<file path="src/rtl/core/mabd_pkg.sv">
`timescale 1ns / 1ps
// Shared constants and types for the arrangement bound decider.
// No dependencies; imported by max_arrangement_bound_decider.
package mabd_pkg;

   localparam int MAX_NODES  = 256;
   localparam int NODE_W     = 9;
   localparam int HIST_DEPTH = 256;
   localparam int HIST_AW    = $clog2(HIST_DEPTH);
   localparam int COUNT_W    = 8;
   localparam int ACC_W      = 24;

   typedef logic [HIST_AW-1:0] hist_addr_type;
   typedef logic [COUNT_W-1:0] count_type;
   typedef logic [1:0]         mode_type;
   typedef logic [1:0]         action_type;

   localparam mode_type MODE_START  = 2'd0;
   localparam mode_type MODE_BORDER = 2'd1;
   localparam mode_type MODE_EDGE   = 2'd2;
   localparam mode_type MODE_FINISH = 2'd3;

   localparam action_type ACT_PRUNE       = 2'd0;
   localparam action_type ACT_LEAF_INDSET = 2'd1;
   localparam action_type ACT_INDSET      = 2'd2;
   localparam action_type ACT_CONTINUE    = 2'd3;

   localparam logic [NODE_W-1:0] NODE_COUNT_RESET = NODE_W'(MAX_NODES);

endpackage

</file>
<file path="src/rtl/core/max_arrangement_bound_decider.sv">
`timescale 1ns / 1ps
// Upper bound and action decision for one branch-and-bound step of a maximum
// linear arrangement search. Depends on mabd_pkg.

// A start request, which latches the costs and clears the count histogram, and a
// crossing-edge request leave busy low, while a border request holds busy high
// through the border state because it reads, increments and writes back one
// histogram entry in the histogram memory. A finish request walks all HIST_DEPTH
// histogram entries one memory read per cycle, followed by a short arithmetic
// pipeline, and busy stays high until the result strobe rsp_valid rises at the
// same clock edge at which busy falls. The result
// is held for exactly one cycle and the receiver cannot stall it. Configuration
// writes to node_count must be made while busy is low.
module max_arrangement_bound_decider
   import mabd_pkg::*;
(
   input  logic              clock,
   input  logic              reset,
   input  logic              start,
   output logic              busy,
   input  logic [1:0]        req_mode,
   input  logic [31:0]       req_placed_cost,
   input  logic [31:0]       req_crossing_cost,
   input  logic [7:0]        req_position,
   input  logic [7:0]        req_suffix_edges,
   input  logic [31:0]       req_best_so_far,
   input  logic [7:0]        req_neighbor_count,
   input  logic              req_first_end_assigned,
   input  logic              req_second_end_assigned,
   input  logic [7:0]        req_first_end_degree,
   input  logic [7:0]        req_second_end_degree,
   output logic              rsp_valid,
   output logic [1:0]        rsp_action,
   output logic [31:0]       rsp_upper_bound,
   input  logic              csr_wr_en,
   input  logic [NODE_W-1:0] csr_wr_data
);

   localparam logic [2:0] ST_IDLE   = 3'd0;
   localparam logic [2:0] ST_BORDER = 3'd1;
   localparam logic [2:0] ST_WALK   = 3'd2;
   localparam logic [2:0] ST_DRAIN  = 3'd3;
   localparam logic [2:0] ST_SUM    = 3'd4;
   localparam logic [2:0] ST_DECIDE = 3'd5;

   localparam hist_addr_type ADDR_TOP = HIST_AW'(HIST_DEPTH - 1);

   logic [2:0]          state_ff, state_in;
   logic [NODE_W-1:0]   node_count_ff;
   logic [31:0]         placed_ff, crossing_ff, best_ff;
   logic [7:0]          position_ff, suffix_ff;
   logic                leaves_ff;

   count_type           hist_mem [HIST_DEPTH];
   logic [HIST_DEPTH-1:0] hist_vld_ff;
   count_type           rd_data_ff;
   logic                rd_vld_ff;
   hist_addr_type       rd_addr;
   hist_addr_type       addr_ff;
   hist_addr_type       wb_addr_ff;
   count_type           hist_count;
   logic                hist_we;

   logic                accept;
   logic                acc_finish;
   logic                pipe_empty;

   logic [NODE_W-1:0]   eff_nodes;
   logic [NODE_W-1:0]   pos_plus1;
   logic [NODE_W-1:0]   len_start;
   logic [NODE_W-1:0]   n_start;

   logic [7:0]          len_ff;
   logic [7:0]          take;
   logic                p0_vld_ff;
   hist_addr_type       p0_k_ff;
   logic                s1_vld_ff;
   logic [7:0]          s1_t_ff, s1_len_ff;
   hist_addr_type       s1_k_ff;
   logic [9:0]          s2_span;
   logic [17:0]         s2_prod;
   logic                s2_vld_ff;
   logic [14:0]         s2_w_ff;
   hist_addr_type       s2_k_ff;
   logic                s3_vld_ff;
   logic [22:0]         s3_p_ff;
   logic [ACC_W-1:0]    acc_ff;

   logic [NODE_W-1:0]   n_ff;
   logic [16:0]         nm_ff;
   logic [15:0]         mm_ff;
   logic [18:0]         sfx_plus, sfx_minus;
   logic [16:0]         sfx_ff;
   logic [32:0]         cp_ff;
   logic [33:0]         pre_ff;
   logic [34:0]         ub_ff;

   assign busy       = (state_ff != ST_IDLE);
   assign accept     = start && !busy;
   assign acc_finish = accept && (req_mode == MODE_FINISH);
   assign pipe_empty = !p0_vld_ff && !s1_vld_ff && !s2_vld_ff && !s3_vld_ff;

   assign eff_nodes = (node_count_ff > NODE_W'(MAX_NODES)) ? NODE_W'(MAX_NODES)
                                                            : node_count_ff;
   assign pos_plus1 = {1'b0, position_ff} + NODE_W'(1);
   assign len_start = (eff_nodes > pos_plus1) ? (eff_nodes - pos_plus1) : '0;
   assign n_start   = (eff_nodes > {1'b0, position_ff})
                      ? (eff_nodes - {1'b0, position_ff}) : '0;

   always_comb begin
      state_in = state_ff;
      unique case (state_ff)
         ST_IDLE: begin
            if (accept && (req_mode == MODE_BORDER)) begin
               state_in = ST_BORDER;
            end else if (acc_finish) begin
               state_in = ST_WALK;
            end
         end
         ST_BORDER: state_in = ST_IDLE;
         ST_WALK: begin
            if (addr_ff == '0) begin
               state_in = ST_DRAIN;
            end
         end
         ST_DRAIN: begin
            if (pipe_empty) begin
               state_in = ST_SUM;
            end
         end
         ST_SUM:    state_in = ST_DECIDE;
         ST_DECIDE: state_in = ST_IDLE;
         default:   state_in = ST_IDLE;
      endcase
   end

   always_ff @(posedge clock) begin
      if (reset) begin
         state_ff      <= ST_IDLE;
         node_count_ff <= NODE_COUNT_RESET;
         placed_ff     <= '0;
         crossing_ff   <= '0;
         best_ff       <= '0;
         position_ff   <= '0;
         suffix_ff     <= '0;
         leaves_ff     <= 1'b1;
         hist_vld_ff   <= '0;
      end else begin
         state_ff <= state_in;
         if (csr_wr_en) begin
            node_count_ff <= csr_wr_data;
         end
         if (accept && (req_mode == MODE_START)) begin
            placed_ff   <= req_placed_cost;
            crossing_ff <= req_crossing_cost;
            best_ff     <= req_best_so_far;
            position_ff <= req_position;
            suffix_ff   <= req_suffix_edges;
            leaves_ff   <= 1'b1;
            hist_vld_ff <= '0;
         end else if (accept && (req_mode == MODE_EDGE)) begin
            if (req_first_end_assigned) begin
               leaves_ff <= leaves_ff && (req_second_end_degree == 8'd1);
            end else if (req_second_end_assigned) begin
               leaves_ff <= leaves_ff && (req_first_end_degree == 8'd1);
            end
         end
         if (hist_we) begin
            hist_vld_ff[wb_addr_ff] <= 1'b1;
         end
      end
   end

   assign rd_addr    = (state_ff == ST_IDLE) ? req_neighbor_count : addr_ff;
   assign hist_count = rd_vld_ff ? rd_data_ff : '0;
   assign hist_we    = (state_ff == ST_BORDER) && (hist_count != '1);

   always_ff @(posedge clock) begin
      rd_data_ff <= hist_mem[rd_addr];
      rd_vld_ff  <= hist_vld_ff[rd_addr];
      if (hist_we) begin
         hist_mem[wb_addr_ff] <= hist_count + COUNT_W'(1);
      end
   end

   always_ff @(posedge clock) begin
      if (accept) begin
         wb_addr_ff <= req_neighbor_count;
      end
      if (acc_finish) begin
         addr_ff <= ADDR_TOP;
      end else if (state_ff == ST_WALK) begin
         addr_ff <= addr_ff - HIST_AW'(1);
      end
   end

   assign take    = (hist_count < len_ff) ? hist_count : len_ff;
   assign s2_span = {1'b0, s1_len_ff, 1'b0} - {2'b00, s1_t_ff} + 10'd1;
   assign s2_prod = s1_t_ff * s2_span;

   always_ff @(posedge clock) begin
      if (reset) begin
         p0_vld_ff <= 1'b0;
         s1_vld_ff <= 1'b0;
         s2_vld_ff <= 1'b0;
         s3_vld_ff <= 1'b0;
      end else begin
         p0_vld_ff <= (state_ff == ST_WALK);
         s1_vld_ff <= p0_vld_ff;
         s2_vld_ff <= s1_vld_ff;
         s3_vld_ff <= s2_vld_ff;
      end
   end

   always_ff @(posedge clock) begin
      p0_k_ff <= addr_ff;
      if (acc_finish) begin
         len_ff <= len_start[7:0];
      end else if (p0_vld_ff) begin
         len_ff <= len_ff - take;
      end
      s1_t_ff   <= take;
      s1_len_ff <= len_ff;
      s1_k_ff   <= p0_k_ff;
      s2_w_ff   <= s2_prod[15:1];
      s2_k_ff   <= s1_k_ff;
      s3_p_ff   <= s2_w_ff * s2_k_ff;
      if (acc_finish) begin
         acc_ff <= '0;
      end else if (s3_vld_ff) begin
         acc_ff <= acc_ff + ACC_W'(s3_p_ff);
      end
   end

   assign sfx_plus  = {nm_ff, 2'b00} + 19'(suffix_ff[0]);
   assign sfx_minus = 19'(mm_ff) + {9'd0, suffix_ff, 2'b00};

   always_ff @(posedge clock) begin
      if (acc_finish) begin
         n_ff  <= n_start;
         cp_ff <= {1'b0, crossing_ff} + {1'b0, placed_ff};
      end
      nm_ff  <= n_ff * suffix_ff;
      mm_ff  <= suffix_ff * suffix_ff;
      sfx_ff <= (sfx_plus >= sfx_minus) ? 17'((sfx_plus - sfx_minus) >> 2) : '0;
      pre_ff <= {1'b0, cp_ff} + 34'(sfx_ff);
      if (state_ff == ST_SUM) begin
         ub_ff <= {1'b0, pre_ff} + 35'(acc_ff);
      end
   end

   always_ff @(posedge clock) begin
      if (reset) begin
         rsp_valid <= 1'b0;
      end else begin
         rsp_valid <= (state_ff == ST_DECIDE);
      end
   end

   always_ff @(posedge clock) begin
      if (state_ff == ST_DECIDE) begin
         if (ub_ff < {3'b000, best_ff}) begin
            rsp_action <= ACT_PRUNE;
         end else if (suffix_ff == '0) begin
            rsp_action <= leaves_ff ? ACT_LEAF_INDSET : ACT_INDSET;
         end else begin
            rsp_action <= ACT_CONTINUE;
         end
         rsp_upper_bound <= (ub_ff[34:32] != 3'b000) ? '1 : ub_ff[31:0];
      end
   end

`ifndef SYNTH
   a_rsp_single : assert property (@(posedge clock) disable iff (reset)
      rsp_valid |=> !rsp_valid)
      else $error("result strobe held longer than one cycle");

   a_rsp_idle : assert property (@(posedge clock) disable iff (reset)
      rsp_valid |-> (state_ff == ST_IDLE))
      else $error("result issued while the sequencer is still active");

   a_walk_begin : assert property (@(posedge clock) disable iff (reset)
      acc_finish |=> ((state_ff == ST_WALK) && (addr_ff == ADDR_TOP)))
      else $error("finish request did not start the histogram walk at the top");

   a_take_bound : assert property (@(posedge clock) disable iff (reset)
      s1_vld_ff |-> (s1_t_ff <= s1_len_ff))
      else $error("vertex count taken exceeds the remaining length");

   a_pipe_clear : assert property (@(posedge clock) disable iff (reset)
      (state_ff == ST_SUM) |-> pipe_empty)
      else $error("bound summed before the walk pipeline drained");
`endif

endmodule

</file>
<file path="config.mk">
export PLATFORM = sky130hd
export DESIGN_NAME = max_arrangement_bound_decider
export DESIGN_NICKNAME = d
export VERILOG_FILES = /design/src/rtl/core/mabd_pkg.sv /design/src/rtl/core/max_arrangement_bound_decider.sv
export SDC_FILE = /design/constraint.sdc
export NUM_CORES = 2
export LEC_CHECK = 0
export ABC_AREA = 1
export BUFFER_PORTS_ARGS = -buffer_cell sky130_fd_sc_hd__buf_4
export CAP_MARGIN = 40
export CORE_AREA = 2 2 580 582
export DETAILED_ROUTE_END_ITERATION = 10
export DIE_AREA = 0 0 582 584
export PLACE_DENSITY_LB_ADDON = 0.2
export RECOVER_POWER = 50
export SLEW_MARGIN = 20
export SYNTH_ARGS = -nofsm -noshare
export SYNTH_HDL_FRONTEND = slang
export SYNTH_SLANG_ARGS = --single-unit
</file>
<file path="constraint.sdc">
create_clock -name clock -period 39.8 [get_ports clock]
set_input_delay 3.98 -clock clock [delete_from_list [all_inputs] [get_ports clock]]
set_output_delay 3.98 -clock clock [all_outputs]
set_load 0.1 [all_outputs]
</file>
# After elaboration in Yosys (flattened, before gate mapping)
# Memories as Yosys holds them, arrays and structs flattened. A register that Yosys moved wholly into a read port is not among the register bits.
# Index checks and enable logic that the tools add are counted.
# word_totals
mem_bits_rw,2048
regBits,708
mem_count,1
# op_classes
reduce_logical,28
bitwise,1
n_addsub,15
muxes,25
multipliers,4
eq_ne,14
magnitude_cmp,9
# memory_table
name,depth,word_bits,read_ports,rd_clocked_by_memory_dff,wr,line,source
hist_mem,256,8,1,1,1,max_arrangement_bound_decider.sv:54,count_type hist_mem [HIST_DEPTH];
# op_table
op,n
$mux W256,3
$or A256 B256 Y256,1
$mux W8,6
$add A34 B24 Y35,1
$lt A35 B32 Y1,1
$add A33 B17 Y34,1
$add A32 B32 Y33,1
$add A24 B23 Y24,1
$mul A15 B8 Y23,1
$add A19 B1 Y19,1
$ge A19 B17 Y1,1
$sub A19 B17 Y19,1
$lt A8 B9 Y1 const B,2
$add A16 B10 Y17,1
$mul A9 B8 Y17,1
$eq A8 B1 Y1 const B,2
$logic_not A8 Y1,2
$mul A8 B10 Y16,1
$mul A8 B8 Y16,1
$sub A8 B8 Y8,2
$logic_and A1 B1 Y1,12
$mux W3,4
$pmux W3 S4,1
$add A10 B1 Y10 const B,1
31 further kinds,47

# Logic depth before layout (Yosys ltp)
# depth
depth_word,8
depth_mapped,27

# Worst setup path before layout
# Ideal clock, no wire load.
# synth_timing
path_type,register -> register
start,register rd_vld_ff
end,"memory hist_mem[0][6] (netlist name), data pin"
setup_ps,1731
n_path_buf,1
slack_ps,26249
period_less_slack_ps,13551
t_arrival_ps,11820
stages_incl_launch_ff,8
required_ps,38069
cell_sequence,dfxtp_1 -> buf_2 -> nand2_1 -> inv_1 -> ha_1 -> inv_1 -> nor3_2 -> a31oi_1
# synth_between
elab_chain_cells,2
# synth_lines
item,line,source
"start, declared",max_arrangement_bound_decider.sv:57,logic rd_vld_ff;
"start signal, assigned",max_arrangement_bound_decider.sv:180,rd_vld_ff <= hist_vld_ff[rd_addr];
$mux W8,max_arrangement_bound_decider.sv:175,assign hist_count = rd_vld_ff ? rd_data_ff : '0;
$add A8 B1 Y8,max_arrangement_bound_decider.sv:182,hist_mem[wb_addr_ff] <= hist_count + COUNT_W'(1);
"end, declared",max_arrangement_bound_decider.sv:54,
# No other way between the ends.

# Final worst setup path
# layout_timing
start,register rd_vld_ff
end,"memory hist_mem[94][2] (netlist name), data pin"
# Same word-level chain as after synthesis.

==> impl_metrics.py <==
metrics = {
    "outcome": {
        "status": "finished with violations",
        "violations": "max-capacitance violations, max-slew violations",
    },
    "sta": {
        "slew_violations": 1824,
        "fin_skew_ns": 0.0824,
        "setup_viol": 0,
        "max_slew_margin": -3.64,
        "grt_setup_unrepaired": "no",
        "fin_setup_tns_ns": 0,
        "max_freq_mhz": 77.1,
        "timing.final.crit_share": 0.326,
        "worstMarginPinSlew_ns": 6.96,
        "finalHoldViolations": 0,
        "fin_crit_ns": 12.96,
    },
    "power": {
        "ir_drop_uv": 178,
        "powerDensity_nw_per_um2": 92.5,
        "leakagePower_nw": 64.7,
        "swShare": 0.452,
        "pwr-share-seq": 0.274,
        "p_total_w": 0.0139,
        "p_comb_frac": 0.519,
        "power.switching_w": 0.00630,
        "internal_power_w": 0.00762,
        "clock_power_share": 0.207,
    },
    "setup_path": {
        "crit_slowest_cell": "clkbuf_1",
        "reg2reg_depth": 8,
        "path_common_cell": "clkbuf_1",
        "cp-end-kind": "flop",
        "critPathMaxStageDelay_ns": 4.10,
        "path_buf_inv": 5,
        "cp-start-kind": "flop",
        "crit_type": "flop to flop",
        "crit_arrival_ns": 12.81,
        "critical-path-top-delay-family": "buffers and inverters",
        "rr_endpoint": "hist_mem[94][2]",
        "path_cells": "nand2_1 -> inv_1 -> ha_1 -> inv_1 -> xor2_4 -> clkbuf_1 -> clkbuf_1 -> clkbuf_1",
        "path_max_fanout": 106,
        "ff2ff_setup_slack_ns": 26.84,
        "r2r_start": "rd_vld_ff",
        "worstPathRequired_ns": 39.65,
    },
    "floorplan": {
        "die_y_um": 584,
        "die_w_um": 582,
        "dieArea_um2": 340000,
        "core-area_um2": 333000,
        "start_util": 0.399,
        "core.rowCount": 212,
        "io_pins": 189,
    },
    "global_routing": {
        "antenna_found_initial": 27,
        "grt_start_max_net_pins": 199,
        "grt_pass1_wl_mm": 590,
        "grt_usage": 0.228,
        "grt_pass1_vias": 91400,
        "overflow": 0,
    },
    "route": {
        "routed.top_layer": "met5",
        "wl_per_cell_um": 20.7,
        "wl_met3_mm": 28.2,
        "drtAntennaViolNets": 0,
        "drc": 0,
        "num_vias": 96500,
        "wl_met2_mm": 181,
        "routed_wl_mm": 395,
        "viasPerCell": 5.05,
        "wl_met1_mm": 175,
        "drt-pass1-iter-count": 6,
        "drtIter0Drc": 9071,
    },
    "synth": {
        "synth-warning-count": 0,
        "ys_ff_latch": 2763,
        "async_reset_ff_frac": 0,
        "syn-cell-area_um2": 133000,
        "ys_types": 59,
        "synthFlopType": "edfxtp_1",
        "synthCells": 14200,
        "avgSynthCellArea_um2": 9.33,
        "yosysSeqAreaShare": 0.580,
        "synth_edf_count": 2175,
    },
    "clock_tree": {
        "clock-sinks": 2763,
        "htree_levels": 5,
        "cts_tree": "built",
        "cts-buffers-inserted": 312,
        "path_clk_slew_ns": 0.06,
        "post_cts_buffers": 0,
        "clock_latency_ns": 0.93,
        "cts_root_buf": "clkbuf_16",
        "cts_buffer_depth": 4,
        "hold_buffers": 0,
        "cts_resized": 0,
    },
    "run": {
        "cap_violations": 41,
    },
    "cells_and_area": {
        "synthToLayoutAreaGrowth_pct": 13.3,
        "finish.utilization": 0.452,
        "layout_commonest_cell": "nand2_1",
        "nets": 15100,
        "fin_cells": 19100,
        "drive_gt1_frac": 0.0687,
        "layout_common_cells": "3589 x nand2_1, 2444 x inv_1, 2175 x edfxtp_1",
    },
    "placement": {
        "dpl.hpwl_mm": 247,
        "numPlacedInstances": 18500,
        "port_buffers": 188,
        "place.gp.congestion": 0.869,
    },
    "hold_path": {
        "hold_path_end": "s2_k_ff[5]",
        "min-delay-start": "s1_k_ff[5]",
        "hp-class": "flop to flop",
        "hold_path_depth": 0,
    },
}
[cell type report]
cell class	instances	area, um2
diodes	8	20.0
clock buffers	427	8640
clock inverters	147	1600
fillers	31600	182000
inverters	2456	9260
multi-input cells	8315	43500
flip-flops and latches	2763	77100
well taps	4387	5490
repair buffers	598	4820
[registers in the layout, indices dropped and copies added (netlist names), 9 cells and up]
signal and flops:
acc_ff 24, best_ff 32, cp_ff 33, crossing_ff 32, hist_mem 2048, hist_vld_ff 256, mm_ff 15, n_ff 9
nm_ff 17, node_count_ff 9, placed_ff 32, pre_ff 34, rsp_upper_bound 32, s2_w_ff 15, s3_p_ff 23, sfx_ff 17
ub_ff 35
[per-layer routing]
layer,global-route usage,vias to the layer above
li1,-,46500
met1,0.321,46400
met2,0.366,3056
met3,0.0347,558
met4,0.0619,8
met5,0,-
[cell usage after synthesis (all sizes together) (7+ instances only)]
library cell,n,area [um2]
a21o,15,113
a22o,8,70.1
a21oi,294,1470
xor2,136,1190
o21bai,27,203
buf,415,2090
clkbuf,282,1070
a31oi,20,125
or2,11,68.8
fa,202,4040
edfxtp,2175,65300
inv,2449,9200
o211ai,71,533
o21ai,595,3010
clkinv,7,26.3
xnor2,76,666
ha,341,4270
nand2,3604,13600
nor3,41,210
nor4,10,62.6
nand4,27,169
dfxtp,588,11800
o21a,15,113
a21boi,8,60.1
nand3b,7,52.6
nor2,660,2480
nand3,2104,10500
[metrics by stage]
stage                     worst slack, ns  hold WS, ns  area [um2]
after floorplan                     26.25        0.310      133000
after global placement              30.20        0.311      138000
after detailed placement            30.58        0.313      140000
after CTS                           31.53        0.325      150000
after global routing                26.02        0.329      150000
final                               26.84        0.324      150000
[power by group through the flow]
stage / Combinational, W / Clock [W] / Sequential (W)
CTS: 0.00726 / 0.00293 / 0.00376
global route: 0.00808 / 0.00304 / 0.00382
floorplan: 0.00494 / 0 / 0.00388
global placement: 0.00713 / 0 / 0.00383
finish: 0.00723 / 0.00288 / 0.00381
detailed placement: 0.00722 / 0 / 0.00382
[worst max path at each step]
stage / from / to / slack (ns) / cells after the start
after global placement: req_neighbor_count[0] / rd_vld_ff / 30.20 / 16
after floorplan: rd_vld_ff / hist_mem[0][6] / 26.25 / 7
after detailed placement: req_neighbor_count[0] / rd_data_ff[5] / 30.58 / 16
final: rd_vld_ff / hist_mem[94][2] / 26.84 / 8
after global routing: rd_vld_ff / hist_mem[94][2] / 26.02 / 8
after CTS: req_neighbor_count[0] / rd_data_ff[5] / 31.53 / 16
[cells by family after synthesis]
kind of cell             count (synthesis)  synth area share
XOR/XNOR                               212            0.0140
other                                    1         0.0000282
flip-flops                            2763             0.580
AND/OR/NAND/NOR                       6476             0.205
adder cells (fa/ha/maj)                543            0.0626
AO/OA/AOI/OAI                         1082            0.0448
buffers and inverters                 3153            0.0932
(Power assumes the default switching activity.)
